--- src/rtl/pdm_pkg.sv ---
// Shared types and helpers for the pairwise difference median unit.
// No dependencies; used by the controller, datapath and top level.
package pdm_pkg;

	// configuration register fields
	localparam int CFG_BITS = 6;
	localparam int IDX_BITS = 2;

	// configuration register indexes
	localparam logic [IDX_BITS-1:0] REG_FIRST_COUNT  = 2'd0;
	localparam logic [IDX_BITS-1:0] REG_SECOND_COUNT = 2'd1;

	// controller to datapath commands
	typedef struct packed {
		logic wr_first;     // store a first-sample word
		logic wr_second;    // store a second-sample word
		logic found_clear;  // start of a new selection
		logic cand_latch;   // take read difference as candidate
		logic acc_en;       // rank-count the read difference
		logic eval;         // check candidate against the middle ranks
		logic result_load;  // build the doubled median
	} cmd_t;

	// datapath to controller status
	typedef struct packed {
		logic lo_ok;
		logic hi_ok;
	} stat_t;

	// zero counts as one, large counts saturate at the store depth
	function automatic int clamp_count(input logic [CFG_BITS-1:0] c, input int maxv);
		int r;
		r = int'(c);
		if (r == 0) begin
			r = 1;
		end else if (r > maxv) begin
			r = maxv;
		end
		return r;
	endfunction

endpackage

--- src/rtl/pdm_datapath.sv ---
// Datapath: sample stores, candidate difference, rank counters, result.
// Depends on pdm_pkg.
module pdm_datapath #(
	parameter int MAX_FIRST  = 32,
	parameter int MAX_SECOND = 32,
	parameter int VALUE_BITS = 24,
	parameter int FW  = 5,
	parameter int SW  = 5,
	parameter int FCW = 6,
	parameter int SCW = 6
) (
	input  logic                          clk,
	input  logic                          arst_n,
	input  pdm_pkg::cmd_t                 cmd,
	output pdm_pkg::stat_t                stat,
	input  logic signed [VALUE_BITS-1:0]  sample_value,
	input  logic [FW-1:0]                 wr_addr_f,
	input  logic [SW-1:0]                 wr_addr_s,
	input  logic [FW-1:0]                 rd_addr_f,
	input  logic [SW-1:0]                 rd_addr_s,
	input  logic [FCW-1:0]                f_cnt,
	input  logic [SCW-1:0]                s_cnt,
	output logic signed [VALUE_BITS+1:0]  median_doubled
);
	import pdm_pkg::*;

	localparam int DW = VALUE_BITS + 1;
	localparam int NW = $clog2(MAX_FIRST * MAX_SECOND + 1);

	logic signed [VALUE_BITS-1:0] first_mem [MAX_FIRST];
	logic signed [VALUE_BITS-1:0] second_mem [MAX_SECOND];
	logic signed [VALUE_BITS-1:0] a_q, b_q;
	logic signed [DW-1:0] diff, cand_q, lo_q, hi_q;
	logic [NW-1:0] less_q, le_q, n_pairs, r_lo, r_hi;
	logic lo_found_q, hi_found_q, hit_lo, hit_hi;

	// sample stores with registered read
	always_ff @(posedge clk) begin
		if (cmd.wr_first) begin
			first_mem[wr_addr_f] <= sample_value;
		end
		if (cmd.wr_second) begin
			second_mem[wr_addr_s] <= sample_value;
		end
		a_q <= first_mem[rd_addr_f];
		b_q <= second_mem[rd_addr_s];
	end

	assign diff = DW'(a_q) - DW'(b_q);

	// middle ranks: (n-1)/2 and n/2
	assign n_pairs = NW'(f_cnt) * NW'(s_cnt);
	assign r_lo    = (n_pairs - NW'(1)) >> 1;
	assign r_hi    = n_pairs >> 1;

	// candidate holds the middle rank when less <= r < less_or_equal
	assign hit_lo = cmd.eval && (less_q <= r_lo) && (r_lo < le_q);
	assign hit_hi = cmd.eval && (less_q <= r_hi) && (r_hi < le_q);
	assign stat.lo_ok = lo_found_q | hit_lo;
	assign stat.hi_ok = hi_found_q | hit_hi;

	// found flags
	always_ff @(posedge clk or negedge arst_n) begin
		if (!arst_n) begin
			lo_found_q <= 1'b0;
			hi_found_q <= 1'b0;
		end else if (cmd.found_clear) begin
			lo_found_q <= 1'b0;
			hi_found_q <= 1'b0;
		end else begin
			if (hit_lo) lo_found_q <= 1'b1;
			if (hit_hi) hi_found_q <= 1'b1;
		end
	end

	// candidate, rank counters and result
	always_ff @(posedge clk) begin
		if (cmd.cand_latch) begin
			cand_q <= diff;
			less_q <= '0;
			le_q   <= '0;
		end else if (cmd.acc_en) begin
			if (diff < cand_q)  less_q <= less_q + NW'(1);
			if (diff <= cand_q) le_q   <= le_q + NW'(1);
		end
		if (hit_lo) lo_q <= cand_q;
		if (hit_hi) hi_q <= cand_q;
		if (cmd.result_load) begin
			median_doubled <= (VALUE_BITS+2)'(lo_q) + (VALUE_BITS+2)'(hi_q);
		end
	end

endmodule

--- src/rtl/pdm_ctrl.sv ---
// Controller: load sequencing and candidate/sweep loops of the selection.
// Depends on pdm_pkg.
module pdm_ctrl #(
	parameter int MAX_FIRST  = 32,
	parameter int MAX_SECOND = 32,
	parameter int FW  = 5,
	parameter int SW  = 5,
	parameter int FCW = 6,
	parameter int SCW = 6
) (
	input  logic            clk,
	input  logic            arst_n,
	input  logic            cfg_wr,
	input  logic [FCW-1:0]  f_cnt,
	input  logic [SCW-1:0]  s_cnt,
	input  logic            sample_valid,
	output logic            sample_stall,
	output logic            median_valid,
	input  logic            median_stall,
	output pdm_pkg::cmd_t   cmd,
	input  pdm_pkg::stat_t  stat,
	output logic [FW-1:0]   wr_addr_f,
	output logic [SW-1:0]   wr_addr_s,
	output logic [FW-1:0]   rd_addr_f,
	output logic [SW-1:0]   rd_addr_s
);
	import pdm_pkg::*;

	localparam int LW = $clog2(MAX_FIRST + MAX_SECOND + 1);

	typedef enum logic [6:0] {
		ST_LOAD = 7'b0000001,
		ST_CAND = 7'b0000010,
		ST_RDC  = 7'b0000100,
		ST_SRD  = 7'b0001000,
		ST_SACC = 7'b0010000,
		ST_EVAL = 7'b0100000,
		ST_OUT  = 7'b1000000
	} state_t;

	state_t state_q, state_d;
	logic [LW-1:0] ld_q, ld_d, ld_sec;
	logic [FW-1:0] ci_q, ci_d, i_q, i_d;
	logic [SW-1:0] cj_q, cj_d, j_q, j_d;
	logic out_valid_q, out_valid_d;
	logic take, in_first, last_ld, j_last, i_last, cj_last;

	assign take     = sample_valid && !sample_stall;
	assign in_first = ld_q < LW'(f_cnt);
	assign last_ld  = (ld_q + LW'(1)) == (LW'(f_cnt) + LW'(s_cnt));
	assign ld_sec   = ld_q - LW'(f_cnt);
	assign j_last   = (SCW'(j_q) + SCW'(1)) == s_cnt;
	assign i_last   = (FCW'(i_q) + FCW'(1)) == f_cnt;
	assign cj_last  = (SCW'(cj_q) + SCW'(1)) == s_cnt;

	// no word is taken in the cycle a register write restarts the load
	assign sample_stall = (state_q != ST_LOAD) || cfg_wr;
	assign median_valid = out_valid_q;
	assign wr_addr_f    = ld_q[FW-1:0];
	assign wr_addr_s    = ld_sec[SW-1:0];
	assign rd_addr_f    = (state_q == ST_CAND) ? ci_q : i_q;
	assign rd_addr_s    = (state_q == ST_CAND) ? cj_q : j_q;

	// next state and commands
	always_comb begin
		state_d     = state_q;
		ld_d        = ld_q;
		ci_d        = ci_q;
		cj_d        = cj_q;
		i_d         = i_q;
		j_d         = j_q;
		out_valid_d = out_valid_q && median_stall;
		cmd         = '0;
		case (state_q)
			ST_LOAD: begin
				if (cfg_wr) begin
					ld_d = '0;
				end else if (take) begin
					cmd.wr_first  = in_first;
					cmd.wr_second = !in_first;
					if (last_ld) begin
						ld_d            = '0;
						ci_d            = '0;
						cj_d            = '0;
						cmd.found_clear = 1'b1;
						state_d         = ST_CAND;
					end else begin
						ld_d = ld_q + LW'(1);
					end
				end
			end
			ST_CAND: state_d = ST_RDC;
			ST_RDC: begin
				cmd.cand_latch = 1'b1;
				i_d     = '0;
				j_d     = '0;
				state_d = ST_SRD;
			end
			ST_SRD: state_d = ST_SACC;
			ST_SACC: begin
				cmd.acc_en = 1'b1;
				if (j_last) begin
					j_d = '0;
					i_d = i_q + FW'(1);
					state_d = i_last ? ST_EVAL : ST_SRD;
				end else begin
					j_d = j_q + SW'(1);
					state_d = ST_SRD;
				end
			end
			ST_EVAL: begin
				cmd.eval = 1'b1;
				if (stat.lo_ok && stat.hi_ok) begin
					state_d = ST_OUT;
				end else begin
					state_d = ST_CAND;
					if (cj_last) begin
						cj_d = '0;
						ci_d = ci_q + FW'(1);
					end else begin
						cj_d = cj_q + SW'(1);
					end
				end
			end
			ST_OUT: begin
				if (!out_valid_q) begin
					cmd.result_load = 1'b1;
					out_valid_d     = 1'b1;
					state_d         = ST_LOAD;
				end
			end
			default: state_d = ST_LOAD;
		endcase
	end

	// control registers
	always_ff @(posedge clk or negedge arst_n) begin
		if (!arst_n) begin
			state_q     <= ST_LOAD;
			ld_q        <= '0;
			ci_q        <= '0;
			cj_q        <= '0;
			i_q         <= '0;
			j_q         <= '0;
			out_valid_q <= 1'b0;
		end else begin
			state_q     <= state_d;
			ld_q        <= ld_d;
			ci_q        <= ci_d;
			cj_q        <= cj_d;
			i_q         <= i_d;
			j_q         <= j_d;
			out_valid_q <= out_valid_d;
		end
	end

endmodule

--- src/rtl/pairwise_difference_median_unit.sv ---
// Two-sample shift estimate: doubled median of all first-minus-second differences.
// Loading takes one word per cycle unless a register write stalls it; after the
// last word, at most F*S candidates are tried, each by one compare per pair via
// the store read ports; the result is registered once any earlier one is taken.
// Reset (arst_n, async low) clears counts to 1, load position and result valid;
// sample stores hold no reset value.
module pairwise_difference_median_unit #(
	parameter int MAX_FIRST  = 32,
	parameter int MAX_SECOND = 32,
	parameter int VALUE_BITS = 24
) (
	input  logic                                clk,
	input  logic                                arst_n,
	input  logic                                cfg_valid,
	output logic                                cfg_ready,
	input  logic [pdm_pkg::IDX_BITS-1:0]        cfg_index,
	input  logic [pdm_pkg::CFG_BITS-1:0]        cfg_data,
	input  logic                                sample_valid,
	output logic                                sample_stall,
	input  logic signed [VALUE_BITS-1:0]        sample_value,
	output logic                                median_valid,
	input  logic                                median_stall,
	output logic signed [VALUE_BITS+1:0]        median_doubled
);
	import pdm_pkg::*;

	localparam int FW  = (MAX_FIRST > 1) ? $clog2(MAX_FIRST) : 1;
	localparam int SW  = (MAX_SECOND > 1) ? $clog2(MAX_SECOND) : 1;
	localparam int FCW = $clog2(MAX_FIRST + 1) + 1;
	localparam int SCW = $clog2(MAX_SECOND + 1) + 1;

	logic [CFG_BITS-1:0] first_count_q, second_count_q;
	logic [FCW-1:0] f_cnt;
	logic [SCW-1:0] s_cnt;
	logic cfg_wr;
	cmd_t cmd;
	stat_t stat;
	logic [FW-1:0] wr_addr_f, rd_addr_f;
	logic [SW-1:0] wr_addr_s, rd_addr_s;

	assign cfg_ready = 1'b1;
	assign cfg_wr = cfg_valid && (cfg_index == REG_FIRST_COUNT || cfg_index == REG_SECOND_COUNT);

	// configuration registers
	always_ff @(posedge clk or negedge arst_n) begin
		if (!arst_n) begin
			first_count_q  <= CFG_BITS'(1);
			second_count_q <= CFG_BITS'(1);
		end else if (cfg_valid) begin
			if (cfg_index == REG_FIRST_COUNT)  first_count_q  <= cfg_data;
			if (cfg_index == REG_SECOND_COUNT) second_count_q <= cfg_data;
		end
	end

	assign f_cnt = FCW'(clamp_count(first_count_q, MAX_FIRST));
	assign s_cnt = SCW'(clamp_count(second_count_q, MAX_SECOND));

	pdm_ctrl #(
		.MAX_FIRST(MAX_FIRST), .MAX_SECOND(MAX_SECOND),
		.FW(FW), .SW(SW), .FCW(FCW), .SCW(SCW)
	) u_ctrl (
		.clk(clk), .arst_n(arst_n), .cfg_wr(cfg_wr),
		.f_cnt(f_cnt), .s_cnt(s_cnt),
		.sample_valid(sample_valid), .sample_stall(sample_stall),
		.median_valid(median_valid), .median_stall(median_stall),
		.cmd(cmd), .stat(stat),
		.wr_addr_f(wr_addr_f), .wr_addr_s(wr_addr_s),
		.rd_addr_f(rd_addr_f), .rd_addr_s(rd_addr_s)
	);

	pdm_datapath #(
		.MAX_FIRST(MAX_FIRST), .MAX_SECOND(MAX_SECOND), .VALUE_BITS(VALUE_BITS),
		.FW(FW), .SW(SW), .FCW(FCW), .SCW(SCW)
	) u_dp (
		.clk(clk), .arst_n(arst_n), .cmd(cmd), .stat(stat),
		.sample_value(sample_value),
		.wr_addr_f(wr_addr_f), .wr_addr_s(wr_addr_s),
		.rd_addr_f(rd_addr_f), .rd_addr_s(rd_addr_s),
		.f_cnt(f_cnt), .s_cnt(s_cnt),
		.median_doubled(median_doubled)
	);

endmodule

--- config.mk ---
export PLATFORM = sky130hd
export DESIGN_NAME = pairwise_difference_median_unit
export DESIGN_NICKNAME = d
export VERILOG_FILES = /design/src/rtl/pdm_pkg.sv /design/src/rtl/pdm_datapath.sv /design/src/rtl/pdm_ctrl.sv /design/src/rtl/pairwise_difference_median_unit.sv
export SDC_FILE = /design/constraint.sdc
export NUM_CORES = 2
export LEC_CHECK = 0
export ABC_AREA = 1
export BUFFER_PORTS_ARGS = -buffer_cell sky130_fd_sc_hd__buf_2
export CORE_UTILIZATION = 55
export CTS_BUF_LIST = sky130_fd_sc_hd__clkbuf_8
export DETAILED_ROUTE_END_ITERATION = 12
export GPL_TIMING_DRIVEN = 0
export PLACE_DENSITY = 0.71
export SYNTH_ARGS = -nofsm -noshare
export SYNTH_HDL_FRONTEND = slang
export SYNTH_SLANG_ARGS = --single-unit
--- constraint.sdc ---
create_clock -name clk -period 7.9 [get_ports clk]
set_clock_uncertainty 0.05 [all_clocks]
set_input_delay 1.58 -clock clk [delete_from_list [all_inputs] [get_ports clk]]
set_output_delay 1.58 -clock clk [all_outputs]
set_load 0.01 [all_outputs]
; ---- After elaboration in Yosys (flattened, before gate mapping)
; Memories as Yosys holds them, arrays and structs flattened. A register that Yosys moved wholly into a read port is not among the register bits.
; Index checks and enable logic that the tools add are counted.
[word_totals]
reg_bits = 172
ram_bits = 1536
inputBits = 37
output_inout_bits = 29
word_cells = 144
n_memories = 2
[op_classes]
n_addsub = 15
n_mul = 1
magnitude_cmp = 9
eq_ne = 20
n_mux = 49
n_bitwise = 2
reduce_logical = 29
[memory_table]
columns = name, words, word_bits, rd, rd_clocked_by_memory_dff, wr, line_no
row1 = u_dp.first_mem, 32, 24, 1, 1, 1, pdm_datapath.sv:30  ; logic signed [VALUE_BITS-1:0] first_mem [MAX_FIRST];
row2 = u_dp.second_mem, 32, 24, 1, 1, 1, pdm_datapath.sv:31  ; logic signed [VALUE_BITS-1:0] second_mem [MAX_SECOND];
[ops]
columns = operator, count
row1 = $mux 7, 9
row2 = $mux 5, 11
row3 = $pmux 7 s7, 1
row4 = $pmux 5 s2, 4
row5 = $mux 6, 5
row6 = $add 25x25->26, 1
row7 = $le 25x25->1, 1
row8 = $lt 25x25->1, 1
row9 = $sub 24x24->25, 1
row10 = $add 11x1->11 const B, 2
row11 = $le 11x10->1, 2
row12 = $lt 10x11->1, 2
row13 = $add 5x1->5 const B, 4
row14 = $add 5x1->6 const B, 3
row15 = $mux 1, 16
row16 = $eq 7x6->1, 2
row17 = $gt 6x6->1 const B, 2
row18 = $logic_not 6->1, 2
row19 = $reduce_and 2->1, 6
row20 = $mul 6x6->11, 1
row21 = $sub 11x1->11 const B, 1
row22 = $reduce_bool 2->1, 5
row23 = $mux 3, 3
row24 = $logic_and 1x1->1, 8
row25 = other kinds (24), 32

; ---- Depth between registers and ports, before layout
[logic_depth]
ltp_word = 12
mapped_depth = 36
mapped_depth_nobuf = 36

; ---- By module
; A second synthesis with hierarchy kept.
[hier_totals]
cells_unflattened = 5975
hier_area_um2 = 74397.6
[by_module_without_submodules]
columns = module, n_inst, cells_per_inst, area_each_um2, seq_area_each_um2
row1 = pdm_datapath, 1, 5436, 70649.0, 50608.5
row2 = pdm_ctrl, 1, 459, 3123.0, 877.1
row3 = pairwise_difference_median_unit, 1, 80, 625.6, 302.8

; ---- Least setup slack after synthesis
; No wires, ideal clock.
[synth_path]
path_kind = flip-flop to flip-flop
start = register first_count_q[1]
end = register u_dp.lo_q[0], enable pin
setup_time_ns = 0.380
t_arrival_ns = 5.336
required_ns = 7.470
setup_slack_ns = 2.134
stages_incl_launch_ff = 30
path_buffers = 0
synth_period_minus_slack_ns = 5.766
path_cell_list = dfrtp_1 > nor3_1 > nand3_1 > nand2_1 > inv_1 > nor2_1 > ha_1 > fa_1 > fa_1 > inv_1 > fa_1 > inv_1 > ha_1 > nand3_1 > and2_1 > inv_1 > a21oi_1 > o21bai_1 > xor2_1 > inv_1 > nand2_1 > xor2_1 > inv_1 > ha_1 > nand2_1 > nor2_1 > nand3_1 > o2111ai_1 > nand3b_1 > inv_1
[synth_via]
elab_chain_len = 8
word_cells_on_any_way = 10
cone_classes = 1 x add/sub / 1 x mul / 3 x order compare / 2 x mux / 3 x reduce/logical
[synth_rtl]
columns = item, line_no
row1 = from (decl), pairwise_difference_median_unit.sv:32  ; logic [CFG_BITS-1:0] first_count_q, second_count_q;
row2 = from (signal assigned), pairwise_difference_median_unit.sv:50  ; if (cfg_index == REG_FIRST_COUNT) first_count_q <= cfg_data;
row3 = $gt 6x6->1, pdm_pkg.sv:36  ; end else if (r > maxv) begin
row4 = $mux 6, pdm_pkg.sv:36
row5 = $mux 6 *, pdm_pkg.sv:34  ; if (r == 0) begin
row6 = $mul 6x6->11 *, pdm_datapath.sv:52  ; assign n_pairs = NW'(f_cnt) * NW'(s_cnt);
row7 = $sub 11x1->11 *, pdm_datapath.sv:53  ; assign r_lo = (n_pairs - NW'(1)) >> 1;
row8 = $le 11x10->1, pdm_datapath.sv:57  ; assign hit_lo = cmd.eval && (less_q <= r_lo) && (r_lo < le_q);
row9 = $logic_and 1x1->1, pdm_datapath.sv:57
row10 = $logic_and 1x1->1 *, pdm_datapath.sv:57
row11 = net u_dp.hit_lo, pdm_datapath.sv:35  ; logic lo_found_q, hi_found_q, hit_lo, hit_hi;
row12 = to (signal assigned), pdm_datapath.sv:86  ; if (hit_lo) lo_q <= cand_q;
row13 = to (decl), pdm_datapath.sv:33  ; logic signed [DW-1:0] diff, cand_q, lo_q, hi_q;
; The timed path passes the listed nets; every way through them passes the cells marked *.
; A chain may end at the register's enable or synchronous reset.

; ---- Worst setup path after layout
[layout_path]
start = register first_count_q[1]
end = register u_dp.hi_q[18], enable pin
[layout_via]
elab_chain_len = 7
word_cells_on_any_way = 9
cone_classes = 1 x mul / 3 x order compare / 2 x mux / 3 x reduce/logical
[layout_rtl]
columns = item, line_no
row1 = $gt 6x6->1, pdm_pkg.sv:36
row2 = $mux 6, pdm_pkg.sv:36
row3 = $mux 6 *, pdm_pkg.sv:34
row4 = $mul 6x6->11 *, pdm_datapath.sv:52
row5 = $le 11x10->1, pdm_datapath.sv:58  ; assign hit_hi = cmd.eval && (less_q <= r_hi) && (r_hi < le_q);
row6 = $logic_and 1x1->1, pdm_datapath.sv:58
row7 = $logic_and 1x1->1 *, pdm_datapath.sv:58
row8 = net u_dp.hit_hi, pdm_datapath.sv:35
row9 = to (signal assigned), pdm_datapath.sv:87  ; if (hit_hi) hi_q <= cand_q;
row10 = to (decl), pdm_datapath.sv:33
; Marks and branches as above.

==> results.cfg <==
[floorplanning]
fp.dieArea_um2 = 135600
die_h_um = 368.3
rows = 134
initial_utilization_pct = 55.35
core_um2 = 133300
die-width_um = 368.3
io_pins = 66

[clock_network]
post_cts_buffers = 0
cts_sinks = 1756
cts_root_buffer = clkbuf_8
cts_resized = 0
htreeDepth = 5
clk_latency_ps = 1040
postCtsHoldBufs = 0
clk_path_buf_depth = 4
cts_tree = done
cts_buffers = 299
clk_pin_slew_ps = 50

[setup_path]
start_kind = flop
path_class = flop to flop
cp_max_fo = 25
worstPathArrival_ps = 7530
worstPathRequired_ps = 8440
endpoint_kind = flop
reg2reg_depth = 27

[sta]
fmaxAchievable_mhz = 143.0
slew_viol_final = 0
setup_viol = 0
period_share_pct = 88.51
hold_violations = 0
min_period_ps = 6992
fin_tns_setup_ps = 0
rsz0062_at_grt = no
worstMarginPinSlew_ps = 1356
relSlewSlack_pct = 9.012
holdWs_ps = 416.3

[flow_run]
drv_cap = 0

[layout]
multi_input_area_um2 = 19700
num-fill-cells = 10020
area_growth_pct = 11.65
finalInstanceArea_um2 = 82370
register_area_um2 = 51790
utilization_pct = 61.80
finalNetCount = 6399
drive_gt1_share_pct = 12.51

[power_and_ir_drop]
seqPwrFrac_pct = 52.6
p_sw_w = 0.005218
internal_power_w = 0.01475
ir_drop_mv = 0.1580
clockPowerShare_pct = 36.2
powerDensity_nw_per_um2 = 242.4
p_comb_share_pct = 11.1
p_total_w = 0.01997
p_leak_nw = 28.54
p_sw_share_pct = 26.14

[drt]
postRouteWirelength_um = 221400
drc_errors = 0
final_antenna_net_count = 0
drt_iter0_markers = 7758
via_count = 51800
dr.pass1.iters = 6
wl_per_cell_um = 27.18
routed_via_density = 6.358

[yosys]
synth_top_area_cell = edfxtp_1
syn-instance-count = 5803
postSynthAreaPerCell_um2 = 12.71
synth_most_common_cell = edfxtp_1
synth_top_area_share_pct = 66.63
ys_warn_count = 0
synth_fp_nets = 6013
synthTopCellsByCount = edfxtp_1, nor2_1, o21ai_0, o221ai_1, nand3_1
yosysUniqueCellTypes = 51
ys_seq_area_share_pct = 70.20
ys.flop_type = edfxtp_1
async_reset_ff_share_pct = 2.790
synth_area_um2 = 73780
ys_ff_latch = 1756
synth-edff-count = 1637
synthTopCellsByArea = edfxtp_1, nor2_1, o221ai_1

[placement]
hpwl_um = 141500
io_buffers = 64
dpl_cell_area_um2 = 77290
gp_congestion = 1.056

[status]
outcome = finished, final reports clean

[global_routing]
grt_util_all_layers_pct = 32.17
grt_pass1_wl_um = 318000
grt_pass1_vias = 49080
antenna_found_initial = 7
overflow = 0
grt_max_degree = 65

[min_path]
hold_class = flop to flop
holdPathStages = 2
## routing by layer
metal	vias to the layer above	wire length [um]	GRT usage (%)
met3	650	30280	10.55
li1	22370	-	-
met2	3606	98100	48.03
met4	6	10940	14.55
met1	25170	81980	42.88
met5	-	152	0.6766
## final cells by class
| class | instances | area share, % |
|---|---|---|
| Clock inverter | 171 | 0.8947 |
| Tap cell | 1768 | 2.686 |
| Inverter | 283 | 1.296 |
| Clock buffer | 314 | 5.247 |
| Antenna cell | 6 | 0.01823 |
| Sequential cell | 1756 | 62.87 |
| Buffer | 333 | 2.025 |
| Timing Repair Buffer | 85 | 1.048 |
| Multi-Input combinational cell | 3431 | 23.91 |
## power by group through the flow
stage / clock, W / combinational [W] / sequential, W
2_1_floorplan: 0 / 0.00130 / 0.0107
3_3_place_gp: 0 / 0.00201 / 0.0107
3_5_place_dp: 0 / 0.00219 / 0.0107
4_1_cts: 0.00725 / 0.00220 / 0.0105
5_1_grt: 0.00766 / 0.00243 / 0.0105
6_report: 0.00724 / 0.00223 / 0.0105
## worst paths after layout
| kind | slack, ps | endpoint | startpoint |
|---|---|---|---|
| max in group asynchronous | 6270 | u_ctrl.ld_q[0] | arst_n |
| setup / recovery | 910 | u_dp.hi_q[18] | first_count_q[1] |
| min in group asynchronous | 780 | u_ctrl.state_q[5] | arst_n |
| hold reg to reg | 420 | u_dp.le_q[9] | u_dp.le_q[9] |
| hold / removal | 420 | u_dp.le_q[9] | u_dp.le_q[9] |
| setup reg to reg | 910 | u_dp.hi_q[18] | first_count_q[1] |
## cell families after synthesis
group	share of synthesized area, %
flops	70.20
compound gates	11.51
fa+ha+maj	3.137
other cells	0.005083
simple gates	10.18
buf+inv	3.706
xor+xnor	1.270
## flip-flops by register name (all words and copies together) (netlist names), 24 cells and up
register,cells
u_dp.median_doubled,26
u_dp.second_mem,768
u_dp.b_q,24
u_dp.a_q,24
u_dp.first_mem,768
u_dp.cand_q,25
u_dp.lo_q,25
u_dp.hi_q,25
## placed cells by master (no fill, tap or decap), types with 46 or more instances in the layout
cell type	count
xor2_1	83
nor2_4	58
nor2_1	880
nand3_1	362
a21oi_1	108
ha_1	153
o221ai_1	384
edfxtp_1	1637
clkinv_1	48
o21ai_1	277
and2_1	49
dfrtp_1	46
o21ai_0	555
clkbuf_1	52
clkbuf_8	314
nand2_1	310
buf_2	292
dfxtp_1	70
inv_1	373
## stage by stage
step,cells,setup slack (ps)
CTS,8141,857.9
finish,8147,908.0
floorplan,5803,2134
detailed placement,7656,871.3
global route,8146,334.6
global placement,7635,973.8
## worst max-delay path: stages (launching register included)
cell	delay, ps
dfrtp_1	400
nor3_1	170
nand3_1	100
nand2_1	100
inv_1	50
nor2_1	390
inv_1	230
nor2_1	190
fa_1	460
fa_1	510
inv_1	60
fa_1	480
inv_1	40
ha_1	330
a21oi_1	220
nand3_1	140
a21oi_1	190
o21bai_1	100
xor2_1	460
inv_1	100
ha_1	310
nand2_1	60
nor2_1	120
nand3_1	110
nand3b_1	200
nand2_1	140
nand2_1	150
inv_1	750
Note: power is estimated with default switching activity, not from simulation.
